$ cat config.mk
export PLATFORM = sky130hd
export DESIGN_NAME = bop_leaf
export DESIGN_NICKNAME = d
export VERILOG_FILES = /design/src/design/bop_pkg.sv /design/src/design/bop_leaf.sv
export SDC_FILE = /design/constraint.sdc
export NUM_CORES = 2
export LEC_CHECK = 0
export BUFFER_PORTS_ARGS = -buffer_cell sky130_fd_sc_hd__clkbuf_2
export CAP_MARGIN = 10
export CORE_MARGIN = 2
export CORE_UTILIZATION = 45
export CTS_BUF_LIST = sky130_fd_sc_hd__clkbuf_4 sky130_fd_sc_hd__clkbuf_8 sky130_fd_sc_hd__clkbuf_16
export DETAILED_ROUTE_END_ITERATION = 10
export GPL_ROUTABILITY_DRIVEN = 1
export HOLD_SLACK_MARGIN = 0.1
export PLACE_DENSITY = 0.6
export SLEW_MARGIN = 20
export SYNTH_ARGS = -nofsm -noshare
export SYNTH_HDL_FRONTEND = slang
export SYNTH_SLANG_ARGS = --single-unit
$ cat constraint.sdc
create_clock -name clk_i -period 11 [get_ports clk_i]
set_input_delay 0 -clock clk_i [delete_from_list [all_inputs] [get_ports clk_i]]
set_output_delay 0 -clock clk_i [all_outputs]
set_load 0.02 [all_outputs]
$ cat src/design/bop_pkg.sv
`timescale 1ns / 1ps
// ----------------------------------------------------------------------------
// bop_pkg: shared types and constants of the binomial option pricer
// Lattice depth, fixed-point widths, register indexes and the structs that
// travel between the controller, the value chain and the rollback unit.
// ----------------------------------------------------------------------------
package bop_pkg;

  localparam int MaxSteps = 64;
  localparam int LatDepth = MaxSteps + 1;
  localparam int IdxW     = $clog2(LatDepth);
  localparam int OccW     = $clog2(LatDepth + 1);
  localparam int NW       = $clog2(MaxSteps + 1);

  localparam int PriceW = 32;
  localparam int FactW  = 32;
  localparam int ProbW  = 31;
  localparam int StepW  = 7;
  localparam int FracW  = 30;

  localparam int DataW    = 32;
  localparam int AddrW    = 5;
  localparam int RegIdxW  = AddrW - 2;

  localparam logic [ProbW-1:0] OneQ30 = ProbW'(64'd1 << FracW);

  localparam logic [RegIdxW-1:0] RegStepCount = RegIdxW'(0);
  localparam logic [RegIdxW-1:0] RegUpFactor  = RegIdxW'(1);
  localparam logic [RegIdxW-1:0] RegDownFactor = RegIdxW'(2);
  localparam logic [RegIdxW-1:0] RegUpProb    = RegIdxW'(3);
  localparam logic [RegIdxW-1:0] RegDiscount  = RegIdxW'(4);

  typedef struct packed {
    logic [PriceW-1:0] call;
    logic [PriceW-1:0] put;
  } pair_t;

  typedef struct packed {
    logic            pop;
    logic            push;
    logic [IdxW-1:0] push_idx;
  } chain_ctl_t;

  typedef struct packed {
    logic  valid;
    pair_t vu;
    pair_t vd;
  } rb_req_t;

endpackage

$ cat src/design/bop_leaf.sv
`timescale 1ns / 1ps
// ----------------------------------------------------------------------------
// bop_leaf: leaf price and payoff sequencer
// Walks the leaves from the all-up leaf down to the all-down leaf. A prefix
// register holds the spot after the down moves of the current leaf; the
// leaf price then takes its up moves one multiply per cycle. Each product is
// rounded half up and clamped to 32 bits.
// ----------------------------------------------------------------------------
module bop_leaf (
  input  logic                       clk_i,
  input  logic                       rst_ni,
  input  logic                       start_i,
  input  logic [bop_pkg::PriceW-1:0] spot_i,
  input  logic [bop_pkg::PriceW-1:0] strike_i,
  input  logic [bop_pkg::NW-1:0]     steps_i,
  input  logic [bop_pkg::FactW-1:0]  up_i,
  input  logic [bop_pkg::FactW-1:0]  down_i,
  output logic                       leaf_valid_o,
  output logic                       leaf_last_o,
  output bop_pkg::pair_t             leaf_o,
  output logic                       sat_o
);

  localparam int ProdW = bop_pkg::PriceW + bop_pkg::FactW;
  localparam int MovW  = ProdW - bop_pkg::FracW;
  localparam logic [ProdW-1:0] HalfLsb = ProdW'(64'd1 << (bop_pkg::FracW - 1));

  logic                       busy_q, busy_d;
  logic [bop_pkg::NW-1:0]     j_q, j_d;
  logic [bop_pkg::NW-1:0]     k_q, k_d;
  logic [bop_pkg::PriceW-1:0] x_q, x_d;
  logic [bop_pkg::PriceW-1:0] pref_q, pref_d;
  logic [bop_pkg::PriceW-1:0] strike_q, strike_d;
  logic                       sat_q, sat_d;

  logic [bop_pkg::PriceW-1:0] mul_a;
  logic [bop_pkg::FactW-1:0]  mul_b;
  logic [ProdW-1:0]           prod;
  logic [MovW-1:0]            moved;
  logic                       mv_over;
  logic [bop_pkg::PriceW-1:0] mv_price;

  // Up moves on the leaf price while any remain, else one more down move
  // on the prefix for the next leaf.
  assign mul_a    = (k_q != '0) ? x_q : pref_q;
  assign mul_b    = (k_q != '0) ? up_i : down_i;
  assign prod     = ProdW'(mul_a) * ProdW'(mul_b) + HalfLsb;
  assign moved    = prod[ProdW-1:bop_pkg::FracW];
  assign mv_over  = |moved[MovW-1:bop_pkg::PriceW];
  assign mv_price = mv_over ? '1 : moved[bop_pkg::PriceW-1:0];

  always_comb begin
    busy_d       = busy_q;
    j_d          = j_q;
    k_d          = k_q;
    x_d          = x_q;
    pref_d       = pref_q;
    strike_d     = strike_q;
    sat_d        = sat_q;
    leaf_valid_o = 1'b0;
    leaf_last_o  = 1'b0;
    if (start_i) begin
      busy_d   = 1'b1;
      j_d      = steps_i;
      k_d      = steps_i;
      x_d      = spot_i;
      pref_d   = spot_i;
      strike_d = strike_i;
      sat_d    = 1'b0;
    end else if (busy_q) begin
      if (k_q != '0) begin
        x_d   = mv_price;
        k_d   = k_q - bop_pkg::NW'(1);
        sat_d = sat_q | mv_over;
      end else begin
        leaf_valid_o = 1'b1;
        if (j_q == '0) begin
          busy_d      = 1'b0;
          leaf_last_o = 1'b1;
        end else begin
          pref_d = mv_price;
          x_d    = mv_price;
          j_d    = j_q - bop_pkg::NW'(1);
          k_d    = j_q - bop_pkg::NW'(1);
          sat_d  = sat_q | mv_over;
        end
      end
    end
  end

  always_ff @(posedge clk_i or negedge rst_ni) begin
    if (!rst_ni) begin
      busy_q <= 1'b0;
      j_q    <= '0;
      k_q    <= '0;
      sat_q  <= 1'b0;
    end else begin
      busy_q <= busy_d;
      j_q    <= j_d;
      k_q    <= k_d;
      sat_q  <= sat_d;
    end
  end

  always_ff @(posedge clk_i) begin
    x_q      <= x_d;
    pref_q   <= pref_d;
    strike_q <= strike_d;
  end

  assign leaf_o.call = (x_q > strike_q) ? x_q - strike_q : '0;
  assign leaf_o.put  = (strike_q > x_q) ? strike_q - x_q : '0;
  assign sat_o       = sat_q;

endmodule

======== After elaboration in Yosys (flattened, before gate mapping) ========
Index checks and enable logic that the tools add are counted.
operators by class
  $mul .................................... 1
  $add $sub $neg .......................... 5
  shifts and indexed selects .............. 0
  equal/unequal tests ..................... 3
  mux-type cells .......................... 34
  divide/modulo/power cells ............... 0
  bitwise logic cells ..................... 1
  reduce and logical (&&, ||, !) cells .... 6
  magnitude comparators ................... 2
operator list
  kind                                                                 count
  32-bit two-way mux                                                   12
  64-bit by 30-bit adder with 64-bit output (second input constant)    1
  32-bit > comparator                                                  2
  32-bit by 32-bit multiplier with 64-bit output                       1
  32-bit subtractor                                                    2
  7-bit two-way mux                                                    7
  1-bit two-way mux                                                    15
  7-bit by 1-bit subtractor with 7-bit output (second input constant)  2
  7-bit logical NOT                                                    1
  7-bit nonzero test                                                   1
  2-bit inequality test (second input constant)                        2
  3-bit inequality test (second input constant)                        1
  3-bit AND reduction                                                  1
  2-bit AND reduction                                                  1
  2-bit nonzero test                                                   1
  2-bit OR reduction                                                   1
  1-bit bitwise OR                                                     1
word-level totals
  logic and storage cells ................. 59
  memory bits (writable) .................. 0
  memories ................................ 0
  bits in read-only memories .............. 0
  bits in registers ....................... 112
  input bits .............................. 138
  output and inout port bits .............. 67
  latch bits .............................. 0

======== Depth between registers and ports, before layout ========
  depth after elaboration ................. 10
  gate-level depth with buffers ........... 38
  depth with buffers taken out ............ 32

======== Least setup slack after synthesis ========
OpenSTA, ideal clock, no wires.
  path type ............................... reg2reg
  from .................................... register k_q[0] (netlist name)
  to ...................................... register pref_q[31] (netlist name), data pin
  buffers on the path ..................... 4
  path slack .............................. 1770 ps
  required time ........................... 10736 ps
  setup time .............................. 264 ps
  arrival time ............................ 8966 ps
  stages on the path, launching flop included .. 34
  clock period less this slack ............ 9230 ps
  cells stage by stage .................... dfrtp_1 > inv_1 > ha_1 > nor4b_4 > and2_1 > clkbuf_1 > clkbuf_1 > clkbuf_1 > mux2i_1 > clkbuf_1 > nor2_1 > fa_1 > fa_1 > inv_1 > fa_1 > fa_1 > inv_1 > fa_1 > fa_1 > fa_1 > inv_1 > fa_1 > inv_1 > ha_1 > and3_1 > and2_1 > a221oi_1 > o32ai_2 > a211oi_1 > o21ai_2 > a31oi_1 > o21ai_0 > xnor2_1 > a2bb2oi_1
between the ends
  word-level cells in the longest chain between the ends .. 10
  elaborated cells between the ends (all ways) .. 11
  classes of those cells .................. add/sub: 1; mul: 1; mux: 7; reduce/logical: 2
RTL lines
  item                                                RTL line                        RTL
  from (decl)                                         bop_leaf.sv:30                  logic [bop_pkg::NW-1:0] k_q, k_d;
  from (signal assigned)                              bop_leaf.sv:100                 k_q <= k_d;
  7-bit nonzero test (*)                              bop_leaf.sv:45, bop_leaf.sv:46
  32-bit two-way mux, on equally long branches        bop_leaf.sv:45, bop_leaf.sv:46
  32-bit by 32-bit multiplier with 64-bit output (*)  bop_leaf.sv:47                  assign prod = ProdW'(mul_a) * ProdW'(mul_b) + HalfLsb;
  64-bit by 30-bit adder with 64-bit output (*)       bop_leaf.sv:47
  2-bit OR reduction                                  bop_leaf.sv:49                  assign mv_over = |moved[MovW-1:bop_pkg::PriceW];
  32-bit two-way mux (*)                              bop_leaf.sv:50                  assign mv_price = mv_over ? '1 : moved[bop_pkg::PriceW-1:0];
  32-bit two-way mux (*)                              bop_leaf.sv:77                  if (j_q == '0) begin
  32-bit two-way mux (*)                              bop_leaf.sv:71                  if (k_q != '0) begin
  32-bit two-way mux (*)                              bop_leaf.sv:70                  end else if (busy_q) begin
  32-bit two-way mux (*)                              bop_leaf.sv:62                  if (start_i) begin
  named net pref_d (one bit)                          bop_leaf.sv:32                  logic [bop_pkg::PriceW-1:0] pref_q, pref_d;
  to (signal assigned)                                bop_leaf.sv:107                 pref_q <= pref_d;
  to (decl)                                           bop_leaf.sv:32
The timed path passes the listed nets; every way through them passes the cells marked *. The select of a mux whose other input is x is not followed.
A chain may end at the register's enable or synchronous reset.

======== Worst setup path in the final report ========
  from .................................... register k_q[0] (netlist name)
  to ...................................... register x_q[29] (netlist name), data pin
between the ends
  word-level cells in the longest chain between the ends .. 10
  elaborated cells between the ends (all ways) .. 11
  classes of those cells .................. add/sub: 1; mul: 1; mux: 7; reduce/logical: 2
RTL lines
  item                                            RTL line                                        RTL
  7-bit nonzero test (*)                          bop_leaf.sv:45, bop_leaf.sv:46, bop_leaf.sv:71
  32-bit two-way mux, on equally long branches    bop_leaf.sv:45, bop_leaf.sv:46
  32-bit by 32-bit multiplier with 64-bit output  bop_leaf.sv:47
  64-bit by 30-bit adder with 64-bit output       bop_leaf.sv:47
  2-bit OR reduction                              bop_leaf.sv:49
  32-bit two-way mux                              bop_leaf.sv:50
  32-bit two-way mux                              bop_leaf.sv:77
  32-bit two-way mux (*)                          bop_leaf.sv:71
  32-bit two-way mux (*)                          bop_leaf.sv:70
  32-bit two-way mux (*)                          bop_leaf.sv:62
  to (signal assigned)                            bop_leaf.sv:106                                 x_q <= x_d;
  to (decl)                                       bop_leaf.sv:31                                  logic [bop_pkg::PriceW-1:0] x_q, x_d;
Every way passes the cells marked *; elsewhere a longest branch is shown, timed or not. The select of a mux whose other input is x is not followed.

==> results.toml <==
[global_route]
busiest_layer = "met2"
antenna_found_initial = 3
use_met3 = 0.0544
first_global_vias = 35900
overflow = 0
grt_max_degree = 44
grt.total_usage = 0.323
grtUsageMet2 = 0.527
grt_use_met1 = 0.427
grt_pass1_wl_um = 225000

[route]
viasPerCell = 5.57
postRouteAntennaNets = 0
drt_iter0_markers = 3395
vias = 34700
drt_wl_total_um = 150000
drcViolationCount = 0
wl_per_cell_um = 24.0
dr.pass1.iters = 8

[logic_synthesis]
synth-edff-count = 96
synth-seq-cells = 112
yosys.area.top_type = "fa_1"
synth.avg_cell_area_um2 = 8.53
yosysSeqAreaShare = 0.0797
synth.net_count = 6218
synth_area_um2 = 41200
synth_top_area_frac = 0.437
synth_top_flop_cell = "edfxtp_1"
ys_types = 74
yosys.cell_count.top_type = "inv_1"
synth-async-reset-ratio = 0.143
synthCells = 4831
synth_commonest_cells = "inv_1 (1,007), fa_1 (899), nor2_1 (775)"
synth_warnings = 0
synthTopCellsByArea = "fa_1 (44%), ha_1 (11%), inv_1 (9.2%), nor2_1 (7.1%), edfxtp_1 (7.0%)"

[finish]
drive_gt1_frac = 0.0934
filler_cell_count = 8769
fin_nets = 6433
multi_input_area_um2 = 33400
ff_latch_area_um2 = 3280
area_delta_synth_final_pct = 10.3

[die]
io-pin-count = 205
rows = 110
dieArea_um2 = 94000
core_um2 = 90400
fp.dieH_um = 307
initial_utilization = 0.456
die_w_um = 307

[outcome]
status = "completed"

[sta]
max_freq_mhz = 94.3
hold_viol = 0
relSlewSlack = 0.351
fin_crit_ns = 10.61
setup_violations = 0
finClkSkew_ns = 0.0156
worst_pin_slew_ns = 0.947
rsz0062_at_grt = "no"
post-route-period-util = 0.964
setup_tns_ns = 0
drv_slew = 0

[clocking]
cts_sinks = 112
insertion_delay_ns = 0.39
root_buffer = "clkbuf_16"
cts_buffers = 9
cts_tree = "done"
cts_max_level = 3
clk_pin_slew_ns = 0.10
clock_path_buffers = 2

[min_path]
hp-class = "in2reg"

[critical_path]
crit_top_cell = "fa_1"
crit_required_ns = 11.14
path_max_fanout = 11
crit_path_start_kind = "flop"
cpPeakStageDelay_ns = 0.65
crit_type = "reg2reg"
cp.arrival_ns = 10.75
worstSetupEndpointType = "flop"
cp_slowest_cell = "fa_1"

[place]
dp_hpwl_um = 125000
gp_congestion = 0.984
io_buffers = 204

[flow_run]
max_cap_violations = 0
-- cell usage in the layout (no fill, tap or decap), drive strengths merged, types with 14 or more instances in the layout --
cell type / count
nor2: 776
a211oi: 17
a2bb2oi: 14
nand4: 29
nand2: 610
nand3: 16
o21bai: 33
a21oi: 215
fa: 899
dfrtp: 16
edfxtp: 96
dlygate4sd3: 73
a21o: 74
buf: 168
inv: 1010
and2: 17
xnor2: 64
o21a: 17
o21ai: 92
xor2: 30
ha: 350
clkbuf: 213
mux2i: 34
nor2b: 14
nor3: 41
-- layout make-up --
| class | instances | share of cell area |
|---|---|---|
| multi-input cells | 3471 | 0.736 |
| repair buffers | 444 | 0.0690 |
| diodes | 2 | 0.000110 |
| inverters | 1008 | 0.0833 |
| clock buffers | 10 | 0.00512 |
| clock inverters | 6 | 0.00184 |
| well taps | 1176 | 0.0324 |
| flip-flops and latches | 112 | 0.0723 |
-- sequential cells by signal, summed over array words and instances, names as in the netlist --
register / flops
strike_q: 32
busy_q: 1
x_q: 32
k_q: 7
j_q: 7
sat_o: 1
pref_q: 32
-- routing by layer --
| metal | wire length (um) | vias up |
|---|---|---|
| met3 | 12400 | 361 |
| li1 | - | 15000 |
| met2 | 69700 | 1615 |
| met4 | 8260 | 2 |
| met5 | 7 | - |
| met1 | 59200 | 17700 |
-- final timing paths --
| check | cells after the start | to | slack [ns] | startpoint |
|---|---|---|---|---|
| worst max-delay path | 29 | x_q[29] | 0.39 | k_q[0] |
| worst min-delay path | 1 | strike_q[22] | 0.12 | start_i |
| worst max register to register | 29 | x_q[29] | 0.39 | k_q[0] |
| worst min register to register | 2 | sat_o | 0.52 | sat_o |
| max in group asynchronous | 4 | k_q[6] | 9.20 | rst_ni |
| min in group asynchronous | 3 | sat_o | 0.49 | rst_ni |
-- what timing repair did --
item                                   in CTS  in global routing
hold buffers                               73                  0
resized for setup                           0                  6
endpoints found under the hold margin     124                  0
setup endpoints to repair                   0                 36
setup buffers                               0                  0
-- worst max-delay path: cells and delay by family (launching register included) --
kind                     cells  cell delay, ns
AO/OA/AOI/OAI                8            2.75
XOR/XNOR                     1            0.11
adder cells (fa/ha/maj)     10            4.75
buffers and inverters        4            0.49
flip-flops                   1            0.41
AND/OR/NAND/NOR              6            1.82
-- per-stage QoR --
| step | util | cells | hold WS (ns) | instance area [um^2] | worst slack [ns] |
|---|---|---|---|---|---|
| floorplan | - | 4831 | -0.296 | 41200 | 1.77 |
| global placement | 0.490 | 6136 | -0.0402 | 44300 | 0.559 |
| detailed placement | 0.490 | 6136 | -0.0430 | 44300 | 0.367 |
| CTS | 0.502 | 6225 | 0.111 | 45400 | 0.308 |
| global route | 0.503 | 6229 | 0.128 | 45400 | 0.0532 |
| finish | 0.503 | 6229 | 0.117 | 45400 | 0.394 |
-- kinds of logic (layout without fill, tap and decap cells) --
logic type	after synthesis	after routing	share of synthesized area
muxes	35	35	0.00853
DFF	112	112	0.0797
buffers and inverters	1250	1468	0.115
xor gates and xnor gates	94	94	0.0200
other	0	2	0
adders and majority gates	1249	1249	0.543
and+or+nand+nor	1562	1564	0.153
AOI/OAI and AO/OA	529	529	0.0806
Power is not shown: default switching activity piles up to over one toggle a cycle in this logic, so the estimate is an artifact.
